File: config.mk
export PLATFORM = sky130hd
export DESIGN_NAME = bounded_ordered_list
export DESIGN_NICKNAME = d
export VERILOG_FILES = /design/src/design/blist_pkg.sv /design/src/design/blist_ctrl.sv /design/src/design/blist_dp.sv /design/src/design/bounded_ordered_list.sv
export SDC_FILE = /design/constraint.sdc
export NUM_CORES = 1
export LEC_CHECK = 0
export CORE_MARGIN = 3
export CORE_UTILIZATION = 35
export DETAILED_ROUTE_END_ITERATION = 8
export DONT_BUFFER_PORTS = 1
export GPL_TIMING_DRIVEN = 0
export SKIP_CTS_REPAIR_TIMING = 1
export SLEW_MARGIN = 20
export SYNTH_ARGS = -nofsm -noshare
export SYNTH_HDL_FRONTEND = slang
export SYNTH_SLANG_ARGS = --single-unit
export TNS_END_PERCENT = 100
File: constraint.sdc
create_clock -name clk -period 4.55 [get_ports clk]
set_input_delay 0.6825 -clock clk [delete_from_list [all_inputs] [get_ports clk]]
set_output_delay 0.6825 -clock clk [all_outputs]
set_load 0.01 [all_outputs]
File: src/design/blist_pkg.sv
// ----------------------------------------------------------------------------
// blist_pkg: shared types and codes for the bounded ordered list
// command and status codes, controller/datapath interface structs
// ----------------------------------------------------------------------------
package blist_pkg;

    localparam logic [2:0] CMD_INS_FRONT = 3'd0;
    localparam logic [2:0] CMD_INS_BACK  = 3'd1;
    localparam logic [2:0] CMD_INS_AT    = 3'd2;
    localparam logic [2:0] CMD_RM_FRONT  = 3'd3;
    localparam logic [2:0] CMD_RM_BACK   = 3'd4;

    localparam logic [1:0] ST_OK    = 2'd0;
    localparam logic [1:0] ST_RANGE = 2'd1;
    localparam logic [1:0] ST_EMPTY = 2'd2;
    localparam logic [1:0] ST_FULL  = 2'd3;

    // controller to datapath
    typedef struct packed {
        logic load;
        logic init;
        logic step_wr;
        logic final_upd;
        logic result_load;
    } blist_ctl_t;

    // datapath to controller
    typedef struct packed {
        logic act;
        logic more;
    } blist_sts_t;

endpackage

File: src/design/blist_ctrl.sv
// ----------------------------------------------------------------------------
// blist_ctrl: sequencing controller
// accepts a command, steps the shift loop and hands the result to the output
// ----------------------------------------------------------------------------
module blist_ctrl
    import blist_pkg::*;
(
    input  logic       clk,
    input  logic       rst_n,
    input  logic       in_valid,
    output logic       in_ready,
    output logic       out_valid,
    input  logic       out_ready,
    input  blist_sts_t sts,
    output blist_ctl_t ctl
);

    typedef enum logic [5:0] {
        S_IDLE  = 6'b000001,
        S_INIT  = 6'b000010,
        S_STEP  = 6'b000100,
        S_WRITE = 6'b001000,
        S_FINAL = 6'b010000,
        S_DONE  = 6'b100000
    } state_t;

    state_t state_reg, state_next;
    logic   out_valid_reg, out_valid_next;
    logic   slot_free;

    assign in_ready  = (state_reg == S_IDLE);
    assign out_valid = out_valid_reg;
    assign slot_free = !out_valid_reg || out_ready;

    always_comb
    begin
        state_next = state_reg;
        ctl        = '0;
        case (state_reg)
            S_IDLE:
            begin
                if (in_valid)
                begin
                    ctl.load   = 1'b1;
                    state_next = S_INIT;
                end
            end
            S_INIT:
            begin
                ctl.init   = 1'b1;
                state_next = S_STEP;
            end
            S_STEP:
            begin
                if (sts.act && sts.more)
                    state_next = S_WRITE;
                else
                    state_next = S_FINAL;
            end
            S_WRITE:
            begin
                ctl.step_wr = 1'b1;
                state_next  = S_STEP;
            end
            S_FINAL:
            begin
                ctl.final_upd = 1'b1;
                state_next    = S_DONE;
            end
            S_DONE:
            begin
                if (slot_free)
                begin
                    ctl.result_load = 1'b1;
                    state_next      = S_IDLE;
                end
            end
            default:
            begin
                state_next = S_IDLE;
            end
        endcase
    end

    always_comb
    begin
        out_valid_next = out_valid_reg;
        if (ctl.result_load)
            out_valid_next = 1'b1;
        else if (out_ready)
            out_valid_next = 1'b0;
    end

    always_ff @(posedge clk or negedge rst_n)
    begin
        if (!rst_n)
        begin
            state_reg     <= S_IDLE;
            out_valid_reg <= 1'b0;
        end
        else
        begin
            state_reg     <= state_next;
            out_valid_reg <= out_valid_next;
        end
    end

endmodule

File: src/design/blist_dp.sv
// ----------------------------------------------------------------------------
// blist_dp: list datapath
// entry memory, shift index, count, front/back registers and result register
// ----------------------------------------------------------------------------
module blist_dp
    import blist_pkg::*;
#(
    parameter int DEPTH      = 16,
    parameter int DATA_WIDTH = 32
)
(
    input  logic               clk,
    input  logic               rst_n,
    input  blist_ctl_t         ctl,
    output blist_sts_t         sts,
    input  logic [2:0]         command,
    input  logic signed [31:0] value,
    input  logic [4:0]         position,
    output logic [1:0]         status,
    output logic [4:0]         size,
    output logic               is_empty,
    output logic signed [31:0] front_value,
    output logic signed [31:0] back_value
);

    localparam int CntW = $clog2(DEPTH + 1);
    localparam int AddrW = $clog2(DEPTH);
    localparam int PosW = (CntW > 5) ? CntW : 5;
    localparam int ExtW = (DATA_WIDTH > 32) ? DATA_WIDTH : 32;

    logic [DATA_WIDTH-1:0] mem [DEPTH];
    logic [DATA_WIDTH-1:0] rdata_reg;

    logic [2:0]            cmd_reg;
    logic [DATA_WIDTH-1:0] word_reg;
    logic [4:0]            pos_reg;
    logic [CntW-1:0]       idx_reg, idx_next;
    logic [CntW-1:0]       count_reg, count_next;
    logic [DATA_WIDTH-1:0] front_reg, back_reg;
    logic [1:0]            st_reg;

    logic [1:0]            status_reg;
    logic [4:0]            size_reg;
    logic                  empty_reg;
    logic [31:0]           front_out_reg, back_out_reg;

    logic                  is_ins, is_rmf, is_rmb;
    logic                  full, range_bad, count_zero;
    logic [1:0]            status_code;
    logic [CntW-1:0]       p_eff;
    logic [CntW-1:0]       rd_idx;
    logic [CntW:0]         idx_plus1;
    logic                  mem_we;
    logic [AddrW-1:0]      waddr;
    logic [DATA_WIDTH-1:0] wdata;
    logic [ExtW-1:0]       value_ext, front_ext, back_ext;
    logic [PosW-1:0]       cnt_wide, pos_wide;

    assign is_ins = (cmd_reg == CMD_INS_FRONT) || (cmd_reg == CMD_INS_BACK)
                 || (cmd_reg == CMD_INS_AT);
    assign is_rmf = (cmd_reg == CMD_RM_FRONT);
    assign is_rmb = (cmd_reg == CMD_RM_BACK);

    assign count_zero = (count_reg == '0);
    assign full       = (count_reg == CntW'(DEPTH));
    assign cnt_wide   = PosW'(count_reg);
    assign pos_wide   = PosW'(pos_reg);
    assign range_bad  = (cmd_reg == CMD_INS_AT) && (pos_wide > cnt_wide);

    always_comb
    begin
        status_code = ST_OK;
        if (is_ins)
        begin
            if (range_bad)
                status_code = ST_RANGE;
            else if (full)
                status_code = ST_FULL;
        end
        else if (is_rmf || is_rmb)
        begin
            if (count_zero)
                status_code = ST_EMPTY;
        end
    end

    always_comb
    begin
        case (cmd_reg)
            CMD_INS_FRONT: p_eff = '0;
            CMD_INS_BACK:  p_eff = count_reg;
            default:       p_eff = CntW'(pos_reg);
        endcase
    end

    assign idx_plus1 = {1'b0, idx_reg} + (CntW + 1)'(1);

    always_comb
    begin
        sts.act  = (status_code == ST_OK) && (is_ins || is_rmf || is_rmb);
        sts.more = 1'b0;
        rd_idx   = idx_reg - CntW'(1);
        if (is_ins)
            sts.more = (idx_reg > p_eff);
        else if (is_rmf)
        begin
            sts.more = (idx_plus1 < {1'b0, count_reg});
            rd_idx   = idx_plus1[CntW-1:0];
        end
        else if (is_rmb)
        begin
            sts.more = (count_reg >= CntW'(2)) && (idx_reg == count_reg);
            rd_idx   = idx_reg - CntW'(2);
        end
    end

    // shift writes move the read word, the final write places the new word
    assign mem_we = (ctl.step_wr && (is_ins || is_rmf))
                 || (ctl.final_upd && sts.act && is_ins);
    assign waddr  = ctl.step_wr ? idx_reg[AddrW-1:0] : p_eff[AddrW-1:0];
    assign wdata  = ctl.step_wr ? rdata_reg : word_reg;

    always_ff @(posedge clk)
    begin
        if (mem_we)
            mem[waddr] <= wdata;
        rdata_reg <= mem[rd_idx[AddrW-1:0]];
    end

    assign value_ext = ExtW'(value);

    always_comb
    begin
        idx_next = idx_reg;
        if (ctl.init)
            idx_next = is_rmf ? '0 : count_reg;
        else if (ctl.step_wr)
            idx_next = is_rmf ? idx_plus1[CntW-1:0] : idx_reg - CntW'(1);
    end

    always_comb
    begin
        count_next = count_reg;
        if (ctl.final_upd && sts.act)
            count_next = is_ins ? count_reg + CntW'(1) : count_reg - CntW'(1);
    end

    always_ff @(posedge clk or negedge rst_n)
    begin
        if (!rst_n)
            count_reg <= '0;
        else
            count_reg <= count_next;
    end

    always_ff @(posedge clk)
    begin
        idx_reg <= idx_next;
        if (ctl.load)
        begin
            cmd_reg  <= command;
            word_reg <= value_ext[DATA_WIDTH-1:0];
            pos_reg  <= position;
        end
        if (ctl.step_wr && is_rmf && (idx_reg == '0))
            front_reg <= rdata_reg;
        if (ctl.step_wr && is_rmb)
            back_reg <= rdata_reg;
        if (ctl.final_upd)
        begin
            st_reg <= status_code;
            if (sts.act && is_ins)
            begin
                if (p_eff == '0)
                    front_reg <= word_reg;
                if (p_eff == count_reg)
                    back_reg <= word_reg;
            end
        end
    end

    assign front_ext = ExtW'($signed(front_reg));
    assign back_ext  = ExtW'($signed(back_reg));

    always_ff @(posedge clk)
    begin
        if (ctl.result_load)
        begin
            status_reg    <= st_reg;
            size_reg      <= cnt_wide[4:0];
            empty_reg     <= count_zero;
            front_out_reg <= count_zero ? '0 : front_ext[31:0];
            back_out_reg  <= count_zero ? '0 : back_ext[31:0];
        end
    end

    assign status      = status_reg;
    assign size        = size_reg;
    assign is_empty    = empty_reg;
    assign front_value = front_out_reg;
    assign back_value  = back_out_reg;

endmodule

File: src/design/bounded_ordered_list.sv
// ----------------------------------------------------------------------------
// bounded_ordered_list: ordered list of up to DEPTH signed words
// insert at front, back or position; remove front or back; one result each
// ----------------------------------------------------------------------------
// Each command returns one result with status, new size, empty flag and the
// front and back words (zero when empty). Entries live in a memory with one
// read and one write port; positional moves go through it one entry at a time,
// each in a step state and then a write state. The number of entries moved, n,
// is size - position for an insert, size - 1 for a front removal, 1 for a back
// removal with two or more entries, and 0 otherwise (and for rejected commands).
// A new command is taken while the previous result still waits at the output
// register.
module bounded_ordered_list
    import blist_pkg::*;
#(
    parameter int DEPTH      = 16,
    parameter int DATA_WIDTH = 32
)
(
    input  logic               clk,
    input  logic               rst_n,
    input  logic               in_valid,
    output logic               in_ready,
    input  logic [2:0]         command,
    input  logic signed [31:0] value,
    input  logic [4:0]         position,
    output logic               out_valid,
    input  logic               out_ready,
    output logic [1:0]         status,
    output logic [4:0]         size,
    output logic               is_empty,
    output logic signed [31:0] front_value,
    output logic signed [31:0] back_value
);

    blist_ctl_t ctl;
    blist_sts_t sts;

    blist_ctrl u_ctrl (
        .clk       (clk),
        .rst_n     (rst_n),
        .in_valid  (in_valid),
        .in_ready  (in_ready),
        .out_valid (out_valid),
        .out_ready (out_ready),
        .sts       (sts),
        .ctl       (ctl)
    );

    blist_dp #(
        .DEPTH      (DEPTH),
        .DATA_WIDTH (DATA_WIDTH)
    ) u_dp (
        .clk         (clk),
        .rst_n       (rst_n),
        .ctl         (ctl),
        .sts         (sts),
        .command     (command),
        .value       (value),
        .position    (position),
        .status      (status),
        .size        (size),
        .is_empty    (is_empty),
        .front_value (front_value),
        .back_value  (back_value)
    );

endmodule

== Word level (Yosys, flattened, before mapping) ==
Memories as Yosys holds them, arrays and structs flattened. A register that Yosys moved wholly into a read port is not among the register bits.
Cells that the tools add are included.

* Bits of input ports: 44
* Bits in writable memories: 512
* Register bits: 195
* Memories: 1

* Multiplexer cells: 42
* Reductions and logical operators: 28
* Magnitude comparators: 4
* Equal/unequal tests: 15
* $add $sub $neg: 5

{| class="wikitable"
|+ Memory list
! name !! depth !! bits a word !! read ports !! clocked after memory_dff !! wr ports !! RTL line !! RTL
|-
| u_dp.mem || 16 || 32 || 1 || 1 || 1 || blist_dp.sv:31 || <nowiki>logic [DATA_WIDTH-1:0] mem [DEPTH];</nowiki>
|}

{| class="wikitable"
|+ Operators by type and width
! cell !! number
|-
| $mux 32 || 9
|-
| $mux 5 || 6
|-
| $pmux 6 s5 || 1
|-
| $mux 4 || 4
|-
| $logic_not 5->1 || 3
|-
| $mux 1 || 14
|-
| $mux 6 || 2
|-
| $logic_and 1x1->1 || 11
|-
| $eq 5x5->1 || 2
|-
| $gt 5x5->1 || 2
|-
| $mux 2 || 5
|-
| $pmux 5 s2 || 1
|-
| $sub 5x1->5 const B || 2
|-
| $logic_or 1x1->1 || 7
|-
| $add 5x1->6 const B || 1
|-
| $eq 3x2->1 const B || 2
|-
| $eq 6x1->1 const B || 1
|-
| $eq 6x2->1 const B || 1
|-
| $eq 6x3->1 const B || 1
|-
| $eq 6x4->1 const B || 1
|-
| $eq 6x5->1 const B || 1
|-
| $eq 6x6->1 const B || 1
|-
| $lt 6x5->1 || 1
|-
| $add 5x1->5 const B || 1
|-
| 13 further kinds || 14
|}

== Logic depth before layout (Yosys ltp) ==
* Depth after elaboration: 11
* Gate-level depth with buffers: 11

== Hierarchy ==
A second synthesis with hierarchy kept.

* Cells, all modules: 2597
* Area, all modules: 36105.9 um^2

{| class="wikitable"
|+ Modules (own cells, without submodules)
! module !! seq. area each (um^2) !! times used !! area an instance (um^2) !! cells an instance
|-
| blist_dp || 20995.1 || 1 || 35700.5 || 2557
|-
| blist_ctrl || 176.4 || 1 || 405.4 || 40
|}

== Worst setup path before layout ==
No wires, ideal clock.

* Path type: reg-to-reg
* Start: reg u_ctrl.state_reg[2]
* End: reg u_dp.back_out_reg[0] (netlist: u_dp.back_value[0]), enable pin
* Cell stages (with the launch flop): 4
* Setup slack: -6 ps
* Arrival: 4046 ps
* Setup time: 511 ps
* Cells stage by stage: dfrtp_1 nor4_1 nand3b_1 nor2b_1

{| class="wikitable"
|+ RTL lines
! item !! RTL line !! RTL
|-
| start: declaration || blist_ctrl.sv:27 || <nowiki>state_t state_reg, state_next;</nowiki>
|-
| start signal: assignment || blist_ctrl.sv:103 || <nowiki>state_reg <= state_next;</nowiki>
|-
| end signal: assignment || blist_dp.sv:193 || <nowiki>back_out_reg <= count_zero ? '0 : back_ext[31:0];</nowiki>
|-
| end: declaration || blist_dp.sv:45 || <nowiki>logic [31:0] front_out_reg, back_out_reg;</nowiki>
|}

== Final worst setup path ==
* Start: reg u_dp.idx_reg[0]
* End: reg u_dp.rdata_reg[20] (read register of u_dp.mem)

* Word-level cells in the longest chain between the ends: 4

{| class="wikitable"
|+ RTL lines
! item !! RTL line !! RTL
|-
| start: declaration || blist_dp.sv:37 || <nowiki>logic [CntW-1:0] idx_reg, idx_next;</nowiki>
|-
| start signal: assignment || blist_dp.sv:158 || <nowiki>idx_reg <= idx_next;</nowiki>
|-
| $sub 5x1->5 or $sub 4x2->4 (tied branches) || blist_dp.sv:102, blist_dp.sv:113 ||
|-
| $mux 4 || blist_dp.sv:110 || <nowiki>else if (is_rmb)</nowiki>
|-
| $mux 4 || blist_dp.sv:105 || <nowiki>else if (is_rmf)</nowiki>
|-
| $mux 4 * || blist_dp.sv:103 || <nowiki>if (is_ins)</nowiki>
|-
| end: declaration || blist_dp.sv:32 || <nowiki>logic [DATA_WIDTH-1:0] rdata_reg;</nowiki>
|}

Mark *: on every way between the ends. The rest lies on a longest branch, timed or not.
A chain may end at the register's enable or synchronous reset.

==> key figures <==
Power
  • Leakage: between 10 and 15 nW
  • Maximum vdd ir drop: between 0.2 and 0.3 mV
  • Logic pwr share: 21.4%
  • Net switching power: approximately 5.6 mW
  • Sw Ratio: around 30%
  • Sequential power share: between 40 and 50%
  • Clock network power share: approximately a third
  • Power per cell area: ~550 nW/µm²
  • Total power: ~18 mW
  • Internal Pwr Total: around 13 mW

Timing
  • Slew Viols, Final: 0
  • Period utilization: 89.9%
  • Setup tns final: 0 ns
  • RSZ-0062 raised after global routing: no
  • Clk_skew: ~0.019 ns
  • Slew HR: between 30% and 40%
  • Post-route setup slack: roughly 0.46 ns
  • Slew of the pin with the lowest slew margin: between 0.9 and 1 ns
  • Crit path time final: just over 4 ns
  • Final hold slack: 0.156 ns
  • Final setup violation count: 0
  • Fmax: about 240 MHz
  • Final Hold Fails: 0

Setup path
  • Worst Path Arrival: ~4.6 ns
  • WS Path Type: reg -> reg
  • Crit end category: register
  • Critical R2R Launch: u_dp.idx_reg[0]
  • CP Max Fanout: 10
  • Req. time, crit path: between 5 and 6 ns
  • R2R Path End: u_dp.rdata_reg[20]
  • Worst setup SP type: register
  • R2R cell count: 9
  • R2r setup slk: roughly 0.46 ns

GRT
  • Largest net degree at the start of global routing: just over 40
  • Gr ovfl total: 0
  • Vias in the first global route: 17930
  • First-pass GRT wire length: 113000 µm
  • Gr usage total: between 15 and 20%
  • Initial antenna violation count: 0

Placement
  • Port bufs: 0
  • Placement Setup Slack: about 0.28 ns
  • Cell Area, Placed: 31100 µm²
  • Routability cong.: 0.827
  • DP Wirelength: around 51000 µm

Cells and area
  • Final non-filler cell area: about 34000 µm²
  • Number of flip-flops in the largest register: 512
  • Reg with most FFs: u_dp.mem
  • Fraction of layout cells with a size suffix above 1: about an eighth
  • Storage cell area: roughly 21000 µm²
  • Total Nets Final: approximately 2100
  • Multi-input logic area: 7350 µm²
  • P&R area growth vs syn: 15.7%
  • Filler cell count: between 7000 and 8000

Floorplan
  • Die H: just under 300 µm
  • Die width: roughly 290 µm
  • Placement Rows: ~110
  • I/O pin total: 118
  • Core area: 82200 µm²
  • Die area: about 87000 µm²
  • Starting Density: 35.4%

Worst hold path
  • Hold wc startpoint: value[16]
  • Hold EP: u_dp.word_reg[16]
  • Worst min-delay path category: in -> reg
  • Hold path cells: 0

Clock tree
  • Num CTS Buffers: 74
  • Clock sink count: between 700 and 800
  • H-tree Lvls: 3
  • Clock-pin slew on the worst setup and hold paths: about 0.060 ns
  • CTS Buffer Depth: 3
  • CTS tree: done
  • CTS root buffer: clkbuf_16
  • Clock Latency Late Sink: between 0.6 and 0.7 ns

Routing
  • Pre-Repair DR Iteration Count: 5
  • DRC: 0
  • Violation count after the first detailed-route iteration: between 1500 and 2000
  • Vias post-DR: between 15000 and 20000
  • Avg WL per Cell: 23.8 µm
  • Vias per Instance: 5.54
  • Antenna viol nets, final: 0
  • Routed wire length: 75900 µm

Run status
  • Status: finished, final reports clean

Logic synthesis
  • Synthesized area: between 20000 and 30000 µm²
  • Mapped Nets: ~2000
  • Syn_area_per_cell: around 15 µm²
  • Post-synth top area cell: edfxtp_1
  • Synth Register Bits: roughly 740
  • Share of the synthesized area in the top cell type: around 65%
  • Post-synth EDFFs: approximately 630
  • Synth Flop Type: edfxtp_1
  • Post-synth ARST share: under 10%
  • Sequential area share after synthesis: between 70% and 80%
  • Cell variety after synth: 70
  • Yosys Warn Count: 0
  • Synth Instances: between 1500 and 2000
  • Synth area leaders: edfxtp_1, dfxtp_1, o21ai_0

Job
  • Max-capacitance violation count: 0
cells by family after synthesis:
| kind of cell | synth area share, % |
|---|---|
| mux | 3.83 |
| compound gates | 13.0 |
| flops | 72.8 |
| xor+xnor | 0.422 |
| buf+inv | 2.40 |
| fa+ha+maj | 1.06 |
| simple gates | 6.47 |
cells in the mapped netlist, types with 15 or more instances:
cell type and count:
o21ai_0 288, dfxtp_1 96, mux2i_1 38, inv_1 17, clkbuf_1 98, nand2_1 151
a22o_1 64, buf_2 32, a22oi_1 34, a221oi_1 43, nand4_1 67, a221oi_2 21
mux2_2 58, ha_1 23, edfxtp_1 631, nor2b_1 67, o221ai_1 32, o21ai_1 15
nor2_1 20
metrics by stage:
stage | utilization [%] | cells
final | 40.9 | 3194
after global routing | 40.9 | 3193
after CTS | 40.9 | 3192
after detailed placement | 37.8 | 3055
after global placement | 37.0 | 3032
after floorplan | - | 1962
routing by layer:
layer / up-vias / wire length, µm / track usage (%)
li1: 7909 / - / -
met2: 719 / 37800 / 29.6
met4: 0 / 2170 / 6.41
met1: 8951 / 31000 / 22.0
met5: - / 0 / 0
met3: 122 / 4900 / 2.71
power by group through the flow:
stage	clock (mW)	sequential [mW]	combinational (mW)
CTS	6.35	8.27	3.92
global placement	0	8.41	3.79
floorplan	0	8.28	2.48
finish	6.24	8.28	3.95
detailed placement	0	8.41	3.90
global route	6.61	8.31	4.25
cell type report:
cell class / count / share of cell area, %
antenna: 1 / 0.00744
buffer: 143 / 1.88
clock buffer: 94 / 6.04
clock inverter: 43 / 1.40
inverter: 17 / 0.190
multi-input combinational: 1063 / 21.8
sequential: 739 / 63.0
tap: 1070 / 3.98
timing repair buffer: 24 / 1.70
worst max-delay path by stage:
stage,from,to
after floorplan,u_dp.cnt_wide[4],u_dp.mem[7][0]
after global placement,u_dp.cnt_wide[4],u_dp.mem[5][12]
after detailed placement,u_dp.cnt_wide[4],u_dp.mem[1][10]
after CTS,u_dp.cnt_wide[4],u_dp.mem[1][9]
after global routing,u_dp.idx_reg[1],u_dp.rdata_reg[20]
final,u_dp.idx_reg[0],u_dp.rdata_reg[20]
cells in the final DEF (no fill, tap or decap), types with 10 or more instances in the layout:
cell | synthesis | layout
edfxtp_1 | 631 | 631
o21ai_0 | 288 | 285
nand2_1 | 151 | 151
clkbuf_1 | 98 | 112
dfxtp_1 | 96 | 96
clkbuf_16 | 0 | 78
nand4_1 | 67 | 67
nor2b_1 | 67 | 66
a22o_1 | 64 | 64
mux2_2 | 58 | 58
a221oi_1 | 43 | 43
mux2i_1 | 38 | 38
a22oi_1 | 34 | 34
buf_2 | 32 | 32
o221ai_1 | 32 | 32
ha_1 | 23 | 23
a221oi_2 | 21 | 21
o21ai_1 | 15 | 18
inv_1 | 17 | 17
clkinv_1 | 0 | 17
nor2_4 | 0 | 16
buf_16 | 0 | 15
a21oi_1 | 13 | 13
nand3_1 | 12 | 12
clkinv_2 | 0 | 11
dfrtp_1 | 11 | 11
xnor2_1 | 10 | 10
worst max-delay path, cell delays in order (launching register included):
cell and delay [ns]:
edfxtp_1 0.59, inv_1 0.22, ha_1 0.48, nor4_1 0.61, buf_2 0.39, or2_1 0.15, buf_2 0.29, clkbuf_1 0.62
a221oi_1 0.18, o221ai_1 0.41
No activity file was read; power rests on OpenSTA's default activity.
